--- src/rtl/core/wls_div.sv ---
// Restoring divider, one quotient bit per cycle.
module wls_div #(
  parameter int unsigned N = 43,
  parameter int unsigned D = 12
) (
  input  logic         clk_i,
  input  logic         rst_ni,
  input  logic         start_i,
  input  logic [N-1:0] dividend_i,
  input  logic [D-1:0] divisor_i,
  output logic         done_o,
  output logic [N-1:0] quotient_o
);

  localparam int unsigned CYC_W = $clog2(N + 1);

  logic [CYC_W-1:0] cnt_q, cnt_d;
  logic             done_q, done_d;
  logic [N-1:0]     quo_q, quo_d;
  logic [D-1:0]     rem_q, rem_d;
  logic [D-1:0]     dsr_q, dsr_d;
  logic [D:0]       shifted;
  logic [D+1:0]     diff;

  assign shifted = {rem_q, quo_q[N-1]};
  assign diff    = {1'b0, shifted} - {2'b00, dsr_q};

  always_comb begin
    cnt_d  = cnt_q;
    quo_d  = quo_q;
    rem_d  = rem_q;
    dsr_d  = dsr_q;
    done_d = 1'b0;
    if (start_i) begin
      cnt_d = CYC_W'(N);
      quo_d = dividend_i;
      rem_d = '0;
      dsr_d = divisor_i;
    end else if (cnt_q != '0) begin
      cnt_d  = cnt_q - CYC_W'(1);
      done_d = (cnt_q == CYC_W'(1));
      if (diff[D+1]) begin
        rem_d = shifted[D-1:0];
        quo_d = {quo_q[N-2:0], 1'b0};
      end else begin
        rem_d = diff[D-1:0];
        quo_d = {quo_q[N-2:0], 1'b1};
      end
    end
  end

  always_ff @(posedge clk_i or negedge rst_ni) begin
    if (!rst_ni) begin
      cnt_q  <= '0;
      done_q <= 1'b0;
    end else begin
      cnt_q  <= cnt_d;
      done_q <= done_d;
    end
  end

  always_ff @(posedge clk_i) begin
    quo_q <= quo_d;
    rem_q <= rem_d;
    dsr_q <= dsr_d;
  end

  assign done_o     = done_q;
  assign quotient_o = quo_q;

endmodule

--- config.mk ---
export PLATFORM = sky130hd
export DESIGN_NAME = wls_div
export DESIGN_NICKNAME = d
export VERILOG_FILES = /design/src/rtl/core/wls_div.sv
export SDC_FILE = /design/constraint.sdc
export NUM_CORES = 1
export LEC_CHECK = 0
export ABC_AREA = 0
export BUFFER_PORTS_ARGS = -buffer_cell sky130_fd_sc_hd__buf_2
export CORE_ASPECT_RATIO = 1.5
export CORE_MARGIN = 5
export CORE_UTILIZATION = 59
export CTS_BUF_LIST = sky130_fd_sc_hd__clkbuf_2
export DETAILED_ROUTE_END_ITERATION = 8
export PLACE_DENSITY = 0.9
export SKIP_LAST_GASP = 1
export SYNTH_ARGS = -nofsm -noshare
export SYNTH_HDL_FRONTEND = slang
export SYNTH_SLANG_ARGS = --single-unit
export TNS_END_PERCENT = 1
--- constraint.sdc ---
create_clock -name clk_i -period 8.2 [get_ports clk_i]
set_input_delay 1.64 -clock clk_i [delete_from_list [all_inputs] [get_ports clk_i]]
set_output_delay 1.64 -clock clk_i [all_outputs]
set_load 0.1 [all_outputs]
==> results.json <==
{
  "start_kind": "primary input",
  "syn-num-nets": 373,
  "worstSetupPathType": "in -> reg",
  "ys_warn_count": 0,
  "grt_max_degree": 78,
  "powerDensity_nw_per_um2": 273,
  "vias_per_cell": 5.93,
  "crit_buf_inv": 4,
  "cp.depth": 5,
  "synth_top_area_share_pct": 44.2,
  "grt.total_usage_pct": 22.6,
  "route.detailed.drc": 0,
  "setup_viol": 0,
  "grt_pass1_vias": 2880,
  "cts.sinks": 74,
  "synth_area_leaders": "edfxtp_1 44%, mux2_2 13%, dfxtp_1 6.4%, dfrtp_1 4.7%, ha_1 4.7%",
  "cp_cell_sequence": "buf_2 > buf_4 > nor2_1 > inv_1 > buf_4",
  "diodes": 0,
  "grt.overflow.total": 0,
  "die_x_um": 75.0,
  "fin_crit_sh_pct": 37.2,
  "gp_congestion": 0.882,
  "skew_ps": 34.3,
  "rrSetupSlack_ps": 5370,
  "wl_per_cell_um": 17.9,
  "fp.dieH_um": 107,
  "ir_drop_v": 0.000189,
  "ios": 102,
  "post_cts_resized": 0,
  "synth_top_area_cell": "edfxtp_1",
  "endpoint_kind": "flip-flop",
  "crit_arrival_ps": 3200,
  "num_vias": 2845,
  "slew_viol_final": 0,
  "synth_seq_area_share_pct": 55.3,
  "grt_setup_unrepaired": "false",
  "crit_path_max_fanout": 77,
  "path_delay_family": "buffers and inverters",
  "worstHoldStart": "rem_q[1]",
  "grt_pass1_wl_mm": 13.8,
  "critPathRequiredTime_ps": 8350,
  "crit_start": "start_i",
  "clockRootBuffer": "clkbuf_2",
  "post-dp-hpwl_mm": 6.36,
  "tns_ps": 0,
  "h-tree-depth": 3,
  "antenna_found_initial": 0,
  "postCtsSetupRepairBufs": 0,
  "drive_gt1_share_pct": 42.1,
  "netlist_instances": 300,
  "cts_tree": "done",
  "slowest_delay_ps": 650,
  "cts.clk_slew.worst_paths_ps": 230,
  "fp-row-count": 35,
  "coreArea_sq_um": 6170,
  "power.leakage_nw": 1.91,
  "worst_slew_pin_slew_ps": 866,
  "r2r_cells": 7,
  "area_growth_pct": 17.5,
  "clock_latency_ps": 510,
  "syn_area_per_cell_sq_um": 12.4,
  "crit_top_cell": "buf_4",
  "finalCriticalPeriod_ps": 3050,
  "r2r_start": "dsr_q[6]",
  "die_area_sq_um": 8050,
  "drv_cap": 0,
  "ant_nets": 0,
  "ys_seq_elements": 74,
  "ctsHoldBuffers": 0,
  "relSlewSlack_pct": 42.2,
  "final-hold-violation-count": 0,
  "numCtsBuffers": 9,
  "run_status": "complete, no violations",
  "cts_max_path_buffers": 2,
  "synthArstFlopShare_pct": 9.46,
  "first_iter_violations": 137,
  "worstHoldPathType": "reg -> reg",
  "netlist_area_sq_um": 3730,
  "fmax_ghz": 0.328,
  "crit_end": "quotient_o[37]",
  "holdWs_ps": 522,
  "nNetsFinal": 474,
  "synthMostInstantiatedCell": "edfxtp_1",
  "portBuffers": 101,
  "synth_top_cells_by_count": "55 x edfxtp_1, 43 x mux2_2, 19 x inv_1",
  "firstDrtPassIters": 4,
  "synth_edf_count": 55,
  "yosys.cell_types.count": 54,
  "worstReg2RegEnd": "quotient_o[0]",
  "cp_slowest_cell": "buf_4",
  "synth_flop_cell": "edfxtp_1",
  "start_util_pct": 60.5,
  "wl_mm": 8.61
}
[flip-flops by register name, summed over array words and instances (netlist names)]
name,count
cnt_q,6
done_o,1
dsr_q,12
quotient_o,43
rem_q,12
[metrics by stage]
step	util, %	total power [mW]	cell area (sq um)	setup slack [ps]	instances
final	71.0	1.20	4390	5150	480
after global routing	71.0	1.27	4390	5100	480
after CTS	71.0	1.20	4390	5130	480
after detailed placement	69.5	1.03	4290	4640	464
after global placement	69.5	1.01	4290	4710	464
after floorplan	-	0.929	3730	4960	300
[per-layer routing]
layer | vias to the layer above | track usage, % | part of all wire (%)
li1 | 1344 | - | -
met1 | 1369 | 25.4 | 37
met2 | 117 | 38.5 | 54
met3 | 15 | 8.79 | 8.0
met4 | 0 | 7.12 | 1.8
met5 | - | 0 | 0
[cells by family (layout without fill, tap and decap cells)]
logic type,after synthesis,count (layout),share of synthesized area (%)
DFF,74,74,55.3
AOI/OAI and AO/OA,64,64,12.2
and+or+nand+nor,64,64,8.95
muxes,45,45,13.5
buffers and inverters,33,139,3.58
adders and majority gates,15,15,5.23
xor gates and xnor gates,5,5,1.17
[where the power goes]
part	switching (mW)	internal, mW
clock network	0.130	0.0405
logic	0.363	0.163
registers	0.0404	0.462
total	0.533	0.665
[layout by cell type, fill, tap and decap left out, drive strengths merged, types with 2 or more instances in the layout]
cell,count
buf,104
edfxtp,55
mux2,43
inv,19
nor2,18
ha,14
o21ai,14
dfxtp,12
clkbuf,10
a21oi,8
nand2,8
nand3,7
o211ai,7
nand2b,7
dfrtp,7
xnor2,5
nor3,4
o31ai,4
clkinvlp,4
or3,4
a311oi,4
nor4,3
o21a,3
a21o,3
nand3b,3
and2,3
a41oi,3
o22ai,3
a211oi,3
nor2b,2
o31a,2
mux2i,2
a211o,2
clkinv,2
[worst min-delay path, cell delays in order, from the launching register on]
cell and delay [ps]:
dfxtp_1 380, nand3_1 70, a311oi_1 80
[how the worst min path moves through the flow]
stage / end / slack, ps / cells after the start
detailed placement: rem_q[10] / 520 / 2
finish: rem_q[2] / 520 / 2
global placement: rem_q[10] / 490 / 2
CTS: rem_q[2] / 530 / 2
global route: rem_q[2] / 570 / 2
floorplan: rem_q[10] / 450 / 2
[final cells by class]
| type | count | area [sq um] |
|---|---|---|
| clock buffer | 10 | 50.0 |
| clock inverter | 6 | 43.8 |
| fill | 408 | 1790 |
| inverter | 19 | 71.3 |
| multi-input combinational | 193 | 1530 |
| sequential | 74 | 2070 |
| tap | 74 | 92.6 |
| timing repair buffer | 104 | 528 |
(Power assumes the default switching activity.)
